--- config.mk ---
export PLATFORM = sky130hd
export DESIGN_NAME = blmac_queue
export DESIGN_NICKNAME = d
export VERILOG_FILES = /design/src/rtl/blmac_pkg.sv /design/src/rtl/blmac_queue.sv
export SDC_FILE = /design/constraint.sdc
export NUM_CORES = 1
export LEC_CHECK = 0
export ABC_AREA = 1
export BUFFER_PORTS_ARGS = -buffer_cell sky130_fd_sc_hd__buf_2
export CORE_MARGIN = 5
export CORE_UTILIZATION = 45
export CTS_CLUSTER_SIZE = 28
export DETAILED_ROUTE_END_ITERATION = 8
export GPL_ROUTABILITY_DRIVEN = 0
export GPL_TIMING_DRIVEN = 0
export PLACE_DENSITY = 0.77
export REMOVE_ABC_BUFFERS = 1
export SETUP_SLACK_MARGIN = 0.2
export SYNTH_ARGS = -nofsm -noshare
export SYNTH_HDL_FRONTEND = slang
export SYNTH_SLANG_ARGS = --single-unit
--- constraint.sdc ---
create_clock -name clk -period 20.4 [get_ports clk]
set_input_delay 1.02 -clock clk [delete_from_list [all_inputs] [get_ports clk]]
set_output_delay 1.02 -clock clk [all_outputs]
set_load 0.02 [all_outputs]
--- src/rtl/blmac_pkg.sv ---
`timescale 1ns / 1ps
package blmac_pkg;

	// Command codes carried by an input transfer.
	localparam logic CMD_BEAM   = 1'b0;
	localparam logic CMD_FINISH = 1'b1;

	// Configuration register indexes.
	localparam logic REG_DIMENSION  = 1'b0;
	localparam logic REG_NODE_COUNT = 1'b1;

	localparam logic [1:0] DIM_2D           = 2'd2;
	localparam logic [1:0] DIM_RESET        = 2'd3;
	localparam logic [6:0] NODE_COUNT_RESET = 7'd64;

	// Q0.32 constants: 1/pi, 3/(4 pi) and 2/5.
	localparam logic [63:0] INV_PI       = 64'd1367130551;
	localparam logic [63:0] K_SPH        = 64'd1025347913;
	localparam logic [63:0] K_TWO_FIFTHS = 64'd1717986918;

	localparam logic [47:0] MAX48 = {48{1'b1}};
	localparam logic [62:0] CAP62 = {1'b1, 62'b0};

	typedef struct packed {
		logic        command;
		logic        bad;
		logic [5:0]  first_node;
		logic [5:0]  second_node;
		logic [65:0] sum;
		logic [31:0] density;
		logic [31:0] area;
	} beam_entry_t;

	typedef struct packed {
		logic full;
		logic empty;
	} q_stat_t;

	function automatic logic [47:0] sat_shr16(input logic [127:0] p);
		return (|p[127:64]) ? MAX48 : p[63:16];
	endfunction

	function automatic logic [47:0] sat_shr32(input logic [127:0] p);
		return (|p[127:80]) ? MAX48 : p[79:32];
	endfunction

	function automatic logic [62:0] cap62_shr16(input logic [127:0] p);
		logic [62:0] v;
		v = p[78:16];
		if ((|p[127:79]) || (v[62] && (|v[61:0])))
			return CAP62;
		return v;
	endfunction

	function automatic logic [47:0] sat_add48(input logic [47:0] a, input logic [48:0] b);
		logic [49:0] s;
		s = {2'b0, a} + {1'b0, b};
		return (|s[49:48]) ? MAX48 : s[47:0];
	endfunction

endpackage

--- src/rtl/blmac_queue.sv ---
`timescale 1ns / 1ps
module blmac_queue import blmac_pkg::*; (
	input  logic        clk,
	input  logic        arst_n,
	input  logic        push,
	input  beam_entry_t entry_in,
	input  logic        pop,
	output beam_entry_t entry_out,
	output q_stat_t     q_stat
);

	// Two-entry queue between the front and the back.
	beam_entry_t slot_q [2];
	logic        wr_ptr_q;
	logic        rd_ptr_q;
	logic [1:0]  count_q;

	always_ff @(posedge clk or negedge arst_n) begin
		if (!arst_n) begin
			wr_ptr_q <= 1'b0;
			rd_ptr_q <= 1'b0;
			count_q  <= '0;
		end else begin
			if (push)
				wr_ptr_q <= ~wr_ptr_q;
			if (pop)
				rd_ptr_q <= ~rd_ptr_q;
			if (push && !pop)
				count_q <= count_q + 2'd1;
			else if (pop && !push)
				count_q <= count_q - 2'd1;
		end
	end

	always_ff @(posedge clk) begin
		if (push)
			slot_q[wr_ptr_q] <= entry_in;
	end

	assign entry_out    = slot_q[rd_ptr_q];
	assign q_stat.full  = (count_q == 2'd2);
	assign q_stat.empty = (count_q == 2'd0);

`ifndef SYNTHESIS
	a_no_overflow: assert property (@(posedge clk) disable iff (!arst_n)
		push |-> !q_stat.full)
		else $error("queue written while full");
	a_no_underflow: assert property (@(posedge clk) disable iff (!arst_n)
		pop |-> !q_stat.empty)
		else $error("queue read while empty");
	a_count_bound: assert property (@(posedge clk) disable iff (!arst_n)
		(q_stat.full && !pop) |=> (count_q == 2'd2))
		else $error("full queue lost an entry without a read");
`endif

endmodule

# Word level (Yosys, flattened, before mapping)
# Memory sizes are Yosys's and may differ from the RTL's.
# Cells that the tools add are included.
[word_totals] regBits=4 latchBits=0 ramBits=288 mem_bits_ro=0 inputBits=148 output_inout_bits=146 wordCells=19 mem_count=1
[classes] addsub=2 multipliers=0 n_div=0 magnitude_cmp=0 eq_ne=1 shifts=0 muxes=4 bitwise=2 n_reduce_logical=6
[memory_table] name="slot_q" depth=2 width=144 rd=1 rd_clocked_by_memory_dff=0 wr=1 line="blmac_queue.sv:13" text="beam_entry_t slot_q [2];"
[ops] op="$mux W2" count=2
[ops] op="$add A2 B1 Y2 const B" count=1
[ops] op="$eq A2 B2 Y1 const B" count=1
[ops] op="$logic_and A1 B1 Y1" count=2
[ops] op="$logic_not A1 Y1" count=2
[ops] op="$logic_not A2 Y1" count=1
[ops] op="$mux W1" count=2
[ops] op="$not A1 Y1" count=2
[ops] op="$reduce_bool A2 Y1" count=1
[ops] op="$sub A2 B1 Y2 const B" count=1

# Logic depth before layout (Yosys ltp)
[depth] word_depth=4 depth_mapped=7 ltp_nobuf=7

# Worst setup path after synthesis
# Ideal clock, no wire load.
[synth_timing] kind="input to register" start="input port push" end="memory slot_q[0][0] in the netlist's numbering, enable pin" setup_time_ns=0.653 arrival_time_ns=7.081 required_time_ns=19.747 setup_slack_ns=12.665 stages=2 n_path_buf=0 path_cell_list="inv_1 > nor2_1"
[synth_between] elab_chain_cells=2
[synth_lines] item="from (decl)" line="blmac_queue.sv:5" text="input logic push,"
[synth_lines] item="$mux W1" line="blmac_queue.sv:36" text="if (push)"
[synth_lines] item="$mux W1 (not written as such)" line="blmac_queue.sv:37" text="slot_q[wr_ptr_q] <= entry_in;"
[synth_lines] item="to (decl)" line="blmac_queue.sv:13"
# No other way between the ends.

==> impl_metrics.tcl <==
set metrics [dict create \
    outcome "completed" \
    io_pins 294 \
    power.leakage_nw 5.260 \
    clock_sinks 292 \
    start_util 0.4582 \
    final_util 0.5780 \
    pre_cts_slack_ns 17.22 \
    cts_resized 0 \
    clk_pin_slew_worst_paths_ns 0.06 \
    drive_gt1_frac 0.5983 \
    antenna_found_initial 7 \
    dpl-instance-area_sq_um 12710 \
    grt_start_max_net_pins 80 \
    areaGrowthSynthToFinish_pct 26.14 \
    drv_cap 0 \
    rows 56 \
    crit_family "buffers and inverters" \
    finish.instance_area_sq_um 13610 \
    path_max_fanout 58 \
    core_sq_um 23540 \
    tightest_slew_ns 0.9674 \
    p_total_mw 1.976 \
    rsz0062_at_grt "false" \
    slew_headroom 0.3535 \
    critical_path_required_ns 19.38 \
    hold_viol 0 \
    setup_viol 0 \
    dieArea_sq_um 27170 \
    drc 0 \
    startpoint_type "flop" \
    cp.arrival_ns 2.66 \
    cts_tree "yes" \
    cts_buffer_depth 3 \
    clk_latency_ns 0.54 \
    post-place-cells 1076 \
    fin_crit_sh 0.1804 \
    syn_area_sq_um 10790 \
    power_density_nw_per_um2 145.2 \
    critPathCaptureType "primary output" \
    io_buffers 293 \
    r2r_start "wr_ptr_q" \
    synth.distinct_cells 14 \
    fin_ws_ns 16.72 \
    postCtsSetupRepairBufs 0 \
    drt_iter0_drc 293 \
    layout.cells.non_filler 1131 \
    fin_hold_ws_ns 0.2792 \
    path_cells "buf_16 > buf_16 > mux2_2 > buf_2" \
    wl_mm 21.01 \
    slowest_delay_ns 0.81 \
    netlist.area_leader.share 0.8017 \
    grt_usage 0.1475 \
    critPathBufInv 3 \
    drv_slew 0 \
    grt_overflow 0 \
    fmax_ghz 0.2717 \
    dr.pass1.iters 6 \
    cpMostUsedCell "buf_16" \
    h-tree-depth 1 \
    holdBufCountCts 0 \
    hpwl_mm 14.40 \
    syn_inst 473 \
    period_minus_slack_ns 3.681 \
    ant_nets 0 \
    die_h_um 164.8 \
    synth_top_area_cell "edfxtp_1" \
    numCtsBuffers 30 \
    dieWidth_um 164.8 \
    ys_top_cells_by_area "edfxtp_1 80%, mux2_2 9.8%, mux2_4 7.0%, dfrtp_1 0.93%, buf_6 0.73%" \
    syn_area_per_cell_sq_um 22.81 \
    hp-class "in2async" \
    nets 938 \
    via_count 5426 \
    critPathKind "reg2out" \
    clock_skew_ns 0.01162 \
    vdd_drop_max_mv 0.1012 \
    grt_pass1_wl_mm 31.37 \
    grt_pass1_vias 5919 \
    via_per_inst 4.798 \
    synth-seq-cells 292 \
    crit_slowest_cell "dfrtp_4" \
    root_buffer "clkbuf_16" \
    routedWlPerCell_um 18.58 \
    startpoint "rd_ptr_q" \
    yosys_warnings 0 \
    finalSetupTns_ns 0 \
    yosysSeqAreaShare 0.8109 \
]
## cell usage after synthesis, drive strengths merged
master / number
buf: 16
dfrtp: 4
edfxtp: 288
ha: 1
inv: 7
mux2: 144
nand2: 5
nand3: 1
nand4: 1
nor2: 3
xnor2: 1
xor2: 2
## state kept, by name, summed over array words and instances, names as in the netlist
name	cells
wr_ptr_q	1
rd_ptr_q	1
count_q	2
slot_q	288
## cell families after synthesis
kind of cell / count (synthesis) / share of synthesized area
and+or+nand+nor: 10 / 0.003827
buffers and inverters: 23 / 0.01392
adders and majority gates: 1 / 0.001160
DFF: 292 / 0.8109
muxes: 144 / 0.1677
xor gates and xnor gates: 3 / 0.002436
## final timing paths
path / endpoint / depth (start not counted) / slack (ns)
worst min register to register: count_q[1] / 2 / 0.53
max in group asynchronous: rd_ptr_q / 1 / 19.98
worst max-delay path: entry_out[17] / 4 / 16.72
worst max register to register: slot_q[0][95] / 3 / 18.32
worst min-delay path: count_q[0] / 1 / 0.28
min in group clk: count_q[1] / 2 / 0.53
## cell type report
type,count,area [sq um]
repair buffers,300,1629
inverters,7,31.28
clock inverters,14,90.09
fillers,1821,9935
multi-input cells,158,1897
diodes,3,7.507
well taps,319,399.1
clock buffers,38,802.0
flip-flops and latches,292,8752
## layout by cell type (no fill, tap or decap), types with 2 or more instances in the layout
cell type     n
edfxtp_1    288
buf_12        4
buf_2       293
clkinv_1      8
clkinvlp_4    2
xor2_1        2
dfrtp_1       3
clkbuf_1      7
nor2_1        2
buf_16        3
clkinv_2      3
diode_2       3
mux2_4       50
inv_1         6
nand2_1       5
clkbuf_16    31
mux2_2       94
## worst register-to-register path: stages (launching register included)
cell     delay (ns)
dfrtp_1        0.42
nor2_4         0.77
buf_12         0.30
buf_12         0.24
## power by group
group	switching (mW)	total, mW	internal, mW
combinational	0.371	0.642	0.270
clock	0.208	0.495	0.287
sequential	0.0436	0.840	0.796
total	0.623	1.98	1.35
## routing by layer
metal	share of wire	global-route usage	up-vias
met5	0.0027	0	-
met4	0.029	0.04423	10
met3	0.099	0.05790	53
met2	0.51	0.2618	204
met1	0.35	0.1638	2643
li1	-	-	2516
Power figures use the tool's default switching activity.
