===== src/rtl/blmac_pkg.sv =====
`timescale 1ns / 1ps
package blmac_pkg;

	// Command codes carried by an input transfer.
	localparam logic CMD_BEAM   = 1'b0;
	localparam logic CMD_FINISH = 1'b1;

	// Configuration register indexes.
	localparam logic REG_DIMENSION  = 1'b0;
	localparam logic REG_NODE_COUNT = 1'b1;

	localparam logic [1:0] DIM_2D           = 2'd2;
	localparam logic [1:0] DIM_RESET        = 2'd3;
	localparam logic [6:0] NODE_COUNT_RESET = 7'd64;

	// Q0.32 constants: 1/pi, 3/(4 pi) and 2/5.
	localparam logic [63:0] INV_PI       = 64'd1367130551;
	localparam logic [63:0] K_SPH        = 64'd1025347913;
	localparam logic [63:0] K_TWO_FIFTHS = 64'd1717986918;

	localparam logic [47:0] MAX48 = {48{1'b1}};
	localparam logic [62:0] CAP62 = {1'b1, 62'b0};

	typedef struct packed {
		logic        command;
		logic        bad;
		logic [5:0]  first_node;
		logic [5:0]  second_node;
		logic [65:0] sum;
		logic [31:0] density;
		logic [31:0] area;
	} beam_entry_t;

	typedef struct packed {
		logic full;
		logic empty;
	} q_stat_t;

	function automatic logic [47:0] sat_shr16(input logic [127:0] p);
		return (|p[127:64]) ? MAX48 : p[63:16];
	endfunction

	function automatic logic [47:0] sat_shr32(input logic [127:0] p);
		return (|p[127:80]) ? MAX48 : p[79:32];
	endfunction

	function automatic logic [62:0] cap62_shr16(input logic [127:0] p);
		logic [62:0] v;
		v = p[78:16];
		if ((|p[127:79]) || (v[62] && (|v[61:0])))
			return CAP62;
		return v;
	endfunction

	function automatic logic [47:0] sat_add48(input logic [47:0] a, input logic [48:0] b);
		logic [49:0] s;
		s = {2'b0, a} + {1'b0, b};
		return (|s[49:48]) ? MAX48 : s[47:0];
	endfunction

endpackage


===== src/rtl/blmac_front.sv =====
`timescale 1ns / 1ps
module blmac_front import blmac_pkg::*; #(
	parameter int LIM_W = 7
) (
	input  logic              clk,
	input  logic              arst_n,
	input  logic              start,
	input  logic              hold,
	input  logic              command,
	input  logic [5:0]        first_node,
	input  logic [5:0]        second_node,
	input  logic [31:0]       first_x,
	input  logic [31:0]       first_y,
	input  logic [31:0]       first_z,
	input  logic [31:0]       second_x,
	input  logic [31:0]       second_y,
	input  logic [31:0]       second_z,
	input  logic [31:0]       density,
	input  logic [31:0]       area,
	input  logic [1:0]        dimension,
	input  logic [LIM_W-1:0]  lim,
	input  q_stat_t           q_stat,
	output logic              busy,
	output logic              push,
	output beam_entry_t       entry
);

	typedef enum logic [1:0] {F_IDLE, F_CALC, F_PUSH} state_t;

	state_t      state_q;
	logic [2:0]  step_q;
	logic        v1_s1;
	logic        v2_s2;
	logic        cmd_q;
	logic        bad_q;
	logic [5:0]  n1_q;
	logic [5:0]  n2_q;
	logic [31:0] c_q [6];
	logic [31:0] density_q;
	logic [31:0] area_q;
	logic [31:0] mag_s1;
	logic [63:0] sq_s2;
	logic [65:0] sum_q;

	logic        accept;
	logic        bad;
	logic [2:0]  naxes;
	logic [31:0] pa;
	logic [31:0] pb;
	logic [32:0] diff;
	logic [32:0] mag;

	assign busy   = (state_q != F_IDLE) || hold;
	assign accept = start && !busy;
	assign push   = (state_q == F_PUSH) && !q_stat.full;
	assign naxes  = (dimension == DIM_2D) ? 3'd2 : 3'd3;
	assign bad    = (command == CMD_BEAM) &&
		((32'(first_node) >= 32'(lim)) || (32'(second_node) >= 32'(lim)));

	always_comb begin
		unique case (step_q[1:0])
			2'd0: begin
				pa = c_q[0];
				pb = c_q[3];
			end
			2'd1: begin
				pa = c_q[1];
				pb = c_q[4];
			end
			default: begin
				pa = c_q[2];
				pb = c_q[5];
			end
		endcase
		diff = {pa[31], pa} - {pb[31], pb};
		mag  = diff[32] ? (33'd0 - diff) : diff;
	end

	always_ff @(posedge clk or negedge arst_n) begin
		if (!arst_n) begin
			state_q <= F_IDLE;
			step_q  <= '0;
			v1_s1   <= 1'b0;
			v2_s2   <= 1'b0;
		end else begin
			unique case (state_q)
				F_IDLE: begin
					if (accept) begin
						step_q <= '0;
						v1_s1  <= 1'b0;
						v2_s2  <= 1'b0;
						if (command == CMD_FINISH || bad)
							state_q <= F_PUSH;
						else
							state_q <= F_CALC;
					end
				end
				F_CALC: begin
					v1_s1  <= (step_q < naxes);
					v2_s2  <= v1_s1;
					step_q <= step_q + 3'd1;
					if (step_q == naxes + 3'd1)
						state_q <= F_PUSH;
				end
				F_PUSH: begin
					if (push)
						state_q <= F_IDLE;
				end
				default: state_q <= F_IDLE;
			endcase
		end
	end

	// Item fields and the sum of squared coordinate differences.
	always_ff @(posedge clk) begin
		if (accept) begin
			cmd_q     <= command;
			bad_q     <= bad;
			n1_q      <= first_node;
			n2_q      <= second_node;
			c_q[0]    <= first_x;
			c_q[1]    <= first_y;
			c_q[2]    <= first_z;
			c_q[3]    <= second_x;
			c_q[4]    <= second_y;
			c_q[5]    <= second_z;
			density_q <= density;
			area_q    <= area;
			sum_q     <= '0;
		end else if (state_q == F_CALC && v2_s2) begin
			sum_q <= sum_q + {2'b0, sq_s2};
		end
		mag_s1 <= mag[31:0];
		sq_s2  <= mag_s1 * mag_s1;
	end

	assign entry = '{
		command:     cmd_q,
		bad:         bad_q,
		first_node:  n1_q,
		second_node: n2_q,
		sum:         sum_q,
		density:     density_q,
		area:        area_q
	};

endmodule


===== config.mk =====
export PLATFORM = sky130hd
export DESIGN_NAME = blmac_front
export DESIGN_NICKNAME = d
export VERILOG_FILES = /design/src/rtl/blmac_pkg.sv /design/src/rtl/blmac_front.sv
export SDC_FILE = /design/constraint.sdc
export NUM_CORES = 2
export LEC_CHECK = 0
export ABC_AREA = 1
export BUFFER_PORTS_ARGS = -buffer_cell sky130_fd_sc_hd__clkbuf_2
export CELL_PAD_IN_SITES_DETAIL_PLACEMENT = 1
export CELL_PAD_IN_SITES_GLOBAL_PLACEMENT = 1
export CORE_ASPECT_RATIO = 1.4
export CORE_MARGIN = 1
export CORE_UTILIZATION = 48
export CTS_BUF_LIST = sky130_fd_sc_hd__clkbuf_2 sky130_fd_sc_hd__clkbuf_4 sky130_fd_sc_hd__clkbuf_8
export CTS_CLUSTER_SIZE = 28
export DETAILED_ROUTE_END_ITERATION = 10
export PLACE_DENSITY = 0.92
export SLEW_MARGIN = 40
export SYNTH_ARGS = -nofsm -noshare
export SYNTH_HDL_FRONTEND = slang
export SYNTH_SLANG_ARGS = --single-unit

===== constraint.sdc =====
create_clock -name clk -period 8.25 [get_ports clk]
set_input_delay 0.825 -clock clk [delete_from_list [all_inputs] [get_ports clk]]
set_output_delay 0.825 -clock clk [all_outputs]
set_load 0.05 [all_outputs]

# [Yosys cells after proc, flatten, opt, wreduce, memory -nomap -nowiden]
# Memory sizes are Yosys's and may differ from the RTL's.
# Cells that the tools add are included.
[word_totals] in_bits=284 elab_cells=63 ram_bits=192 mem_count=1 latch_bits=0 output_inout_bits=146 reg_bits=247 mem_bits_ro=0
[mem_list] memory="c_q" words=6 width=32 read_ports=6 rd_clocked_by_memory_dff=0 wr=6 line_no="blmac_front.sv:38" source="logic [31:0] c_q [6];"
[classes] eq_ne=8 div=0 mul=1 add_sub_neg=5 order_cmp=3 n_reduce_logical=15 n_mux=16 n_bitwise=1 shift=0
[op_table] operator="$pmux W32 S2" n=2
[op_table] operator="$add A66 B64 Y66" n=1
[op_table] operator="$mul A32 B32 Y64" n=1
[op_table] operator="$sub A32 B32 Y33" n=1
[op_table] operator="$mux W32" n=1
[op_table] operator="$sub A1 B32 Y32 const A" n=1
[op_table] operator="$ge A6 B7 Y1" n=2
[op_table] operator="$mux W2" n=4
[op_table] operator="$ne A2 B2 Y1 const B" n=3
[op_table] operator="$pmux W2 S3" n=1
[op_table] operator="$pmux W3 S2" n=1
[op_table] operator="$eq A2 B1 Y1 const B" n=2
[op_table] operator="$eq A2 B2 Y1 const B" n=2
[op_table] operator="$logic_and A1 B1 Y1" n=4
[op_table] operator="$logic_not A2 Y1" n=2
[op_table] operator="$mux W1" n=4
[op_table] operator="$pmux W1 S2" n=2
[op_table] operator="$reduce_bool A2 Y1" n=2
[op_table] operator="$add A2 B1 Y3 const B" n=1
[op_table] operator="$add A3 B1 Y3 const B" n=1
[op_table] operator="$eq A3 B3 Y1" n=1
[op_table] operator="$logic_or A1 B1 Y1" n=3
[op_table] operator="$lt A3 B2 Y1" n=1
[op_table] operator="$mux W3" n=1
[op_table] operator="other kinds (4)" n=5

# [Longest topological paths before layout]
[depth] depth_word=7 ltp_mapped=31 ltp_nobuf=29

# [Worst setup path before layout]
# No wires, ideal clock.
[synth_timing] path_type="input-to-reg" startpoint="input port hold" endpoint="register area_q[0] (enable)" setup_slack_ns=1.000 required_time_ns=7.631 path_stages=5 arrival_ns=6.631 setup_ns=0.619 path_buffers=2 path_cell_list="inv_1 -> nand3_1 -> clkbuf_1 -> clkbuf_1 -> inv_1"
[synth_via] elab_chain_len=3
[synth_rtl] item="start: declaration" line_no="blmac_front.sv:8" source="input logic hold,"
[synth_rtl] item="$logic_or A1 B1 Y1" line_no="blmac_front.sv:53" source="assign busy = (state_q != F_IDLE) || hold;"
[synth_rtl] item="$logic_not A1 Y1" line_no="blmac_front.sv:54" source="assign accept = start && !busy;"
[synth_rtl] item="$logic_and A1 B1 Y1" line_no="blmac_front.sv:54"
[synth_rtl] item="via accept" line_no="blmac_front.sv:45" source="logic accept;"
[synth_rtl] item="end signal: assignment" line_no="blmac_front.sv:128" source="area_q <= area;"
[synth_rtl] item="end: declaration" line_no="blmac_front.sv:40" source="logic [31:0] area_q;"
# The timed path passes the listed nets, and every way through them passes these cells.
# A chain may end at the register's enable or synchronous reset.

# [Worst setup path in the final report]
[layout_timing] startpoint="register mag_s1[13]" endpoint="register sq_s2[57]"
[layout_via] elab_chain_len=1
[layout_rtl] item="start: declaration" line_no="blmac_front.sv:41" source="logic [31:0] mag_s1;"
[layout_rtl] item="start signal: assignment" line_no="blmac_front.sv:133" source="mag_s1 <= mag[31:0];"
[layout_rtl] item="$mul A32 B32 Y64" line_no="blmac_front.sv:134" source="sq_s2 <= mag_s1 * mag_s1;"
[layout_rtl] item="end signal: assignment" line_no="blmac_front.sv:134"
[layout_rtl] item="end: declaration" line_no="blmac_front.sv:42" source="logic [63:0] sq_s2;"
# Every way passes these cells.

==> out/metrics.csv <==
metric,value,unit
status,"finished, final reports clean",
viasPerCell,5.584,
setup-tns-final,0,ns
fin_skew,0.06893,ns
dp_slack,0.1876,ns
yosysWarnings,0,
setup_ws,0.09049,ns
dieArea,110100,um^2
routed.top_layer,met5,
endpoint_kind,flip-flop,
n_fill_cell,13031,
detail_route.first_pass.iterations,8,
portBuffers,428,
worstPathRequired,8.89,ns
hold_viol,0,
syn2layout_area_growth,11.01,%
place.gp.congestion,0.9550,
syn_avg_cell_area,8.454,um^2
drive_above_1_share,0.1038,
syn_area,52230,um^2
fmax,122.6,MHz
ys_types,48,
cp_max_fo,15,
synth_area_leaders,"fa_1 (30%), edfxtp_1 (16%), inv_1 (12%), ha_1 (9.8%), nand2_1 (9.4%)",
postSynthCellCount,6178,
grt_pass1_wl,299400,um
vias,45322,
fp.dieW,280.8,um
clock_path_buffers,3,
synth_top_area_cell,fa_1,
maxSlewViolCount,0,
layout_commonest_cell,inv_1,
synth_seq_cells,438,
route.met3.wl,14670,um
mostFrequentLayoutCells,"inv_1 (1,644), nand2_1 (1,303), fa_1 (791), clkbuf_2 (428), ha_1 (408)",
maxCapViolations,0,
synth_top_area_frac,0.3040,
crit_chain,buf_4 > nand2_1 > inv_1 > fa_1 > inv_1 > fa_1 > inv_1 > fa_1 > inv_1 > fa_1 > inv_1 > fa_1 > fa_1 > fa_1 > fa_1 > ha_1 > nand2_1 > nor2_1 > and3_1 > nand4_1 > nand3_2 > a31oi_1 > xnor2_1,
crit_family,adder cells,
final-setup-viol-count,0,
synth_nets,7665,
fin_nets,8098,
async_flop_share,0.01598,
ys_seq_area_frac,0.2203,
clock-sinks,438,
hold-worst-slack,0.2236,ns
htreeDepth,3,
worstHoldPathType,in2reg,
root_buffer,clkbuf_8,
finalCritPeriodShare,0.9890,
wl_met1,61970,um
dp_hpwl,160600,um
arrival,8.80,ns
met2_length,103000,um
gr-total-overflow,0,
antenna_found_initial,12,
slowest_delay,0.64,ns
timing.setup.critical_path_class,reg2reg,
grt_max_degree,187,
die_h,392.3,um
cts.clk_slew.worst_paths,0.09,ns
ys.flop_type,edfxtp_1,
utilization,0.5394,
drtIter0Drc,2639,
drc,0,
clk_latency,0.79,ns
synth_edf_count,270,
max_slew.worst_pin.slew,0.7594,ns
worst_path_most_repeated_cell,fa_1,
start_kind,flip-flop,
cts_buffers,73,
antenna_left,0,
critical_path_buf_inv_count,6,
num_rows,142,
grt_usage,0.3660,
fin_crit,8.160,ns
initial_core_util,0.4859,
drt-wirelength-per-cell,24.55,um
rsz0062_at_grt,false,
worst_path_max_delay_cell,fa_1,
placeableCoreArea,107500,um^2
ios,430,
grt_pass1_vias,53309,
cts_tree,done,
relSlewSlack,0.4929,
postRouteWirelength,199300,um
[layout make-up]
| cell class | count | area [um^2] | area share |
|---|---|---|---|
| Clock inverter | 32 | 347.8 | 0.006000 |
| Sequential cell | 438 | 11540 | 0.1990 |
| Inverter | 1648 | 6193 | 0.1068 |
| Timing Repair Buffer | 504 | 2850 | 0.04916 |
| Multi-Input combinational cell | 3946 | 34010 | 0.5866 |
| Antenna cell | 12 | 30.03 | 0.0005179 |
| Clock buffer | 97 | 1210 | 0.02087 |
| Tap cell | 1440 | 1802 | 0.03108 |
[routing by layer]
metal	GRT usage	vias up
li1	-	19489
met1	0.3453	22319
met2	0.6631	2393
met3	0.08650	1113
met4	0.3111	8
met5	0	-
[through the flow]
step / instances / area (um^2)
2_1_floorplan: 6178 / 52230
3_3_place_gp: 7972 / 56240
3_5_place_dp: 7973 / 56270
4_1_cts: 8103 / 57840
5_1_grt: 8115 / 57970
6_report: 8117 / 57980
[what timing repair did]
action	CTS	global route
hold buffers	1	0
resized for setup	0	21
buffers inserted	0	0
setup endpoints to repair	0	20
endpoints found under the hold margin	7	0
[sequential cells by signal (all words and copies together), names as in the netlist]
signal and flops:
sq_s2 63, n2_q 6, area_q 32, n1_q 6, cmd_q 1, bad_q 1, mag_s1 32, state_q 2
step_q 3, c_q 192, density_q 32, v1_s1 1, sum_q 66, v2_s2 1
[synthesized netlist by cell type, types with 49 or more instances]
master	n
edfxtp_1	270
xor2_1	109
o21bai_1	61
nand3_1	181
ha_1	410
o21ai_0	184
nand2_1	1303
xnor2_1	49
nor2_1	345
a21oi_1	251
fa_1	793
clkbuf_1	127
inv_1	1645
dfxtp_1	161
[logic make-up (layout without fill, tap and decap cells)]
logic type / Yosys count / count (layout) / share of synthesized area
AOI/OAI and AO/OA: 640 / 640 / 0.07144
xor gates and xnor gates: 160 / 160 / 0.02733
adders and majority gates: 1203 / 1203 / 0.4022
buffers and inverters: 1794 / 2281 / 0.1293
DFF: 438 / 438 / 0.2203
other: 0 / 12 / 0
and+or+nand+nor: 1943 / 1943 / 0.1494
[final timing paths]
| path | slack [ns] | cells after the start | endpoint | from |
|---|---|---|---|---|
| hold / removal | 0.22 | 1 | c_q[0][19] | first_x[19] |
| min in group asynchronous | 0.52 | 2 | state_q[0] | arst_n |
| max in group asynchronous | 7.54 | 2 | v2_s2 | arst_n |
| setup reg to reg | 0.09 | 23 | sq_s2[57] | mag_s1[13] |
| setup / recovery | 0.09 | 23 | sq_s2[57] | mag_s1[13] |
| hold reg to reg | 0.56 | 2 | v1_s1 | v1_s1 |
Power is left out: the tool's default activity adds up to more than one toggle a clock period on the data nets, which glitch-free logic cannot reach.
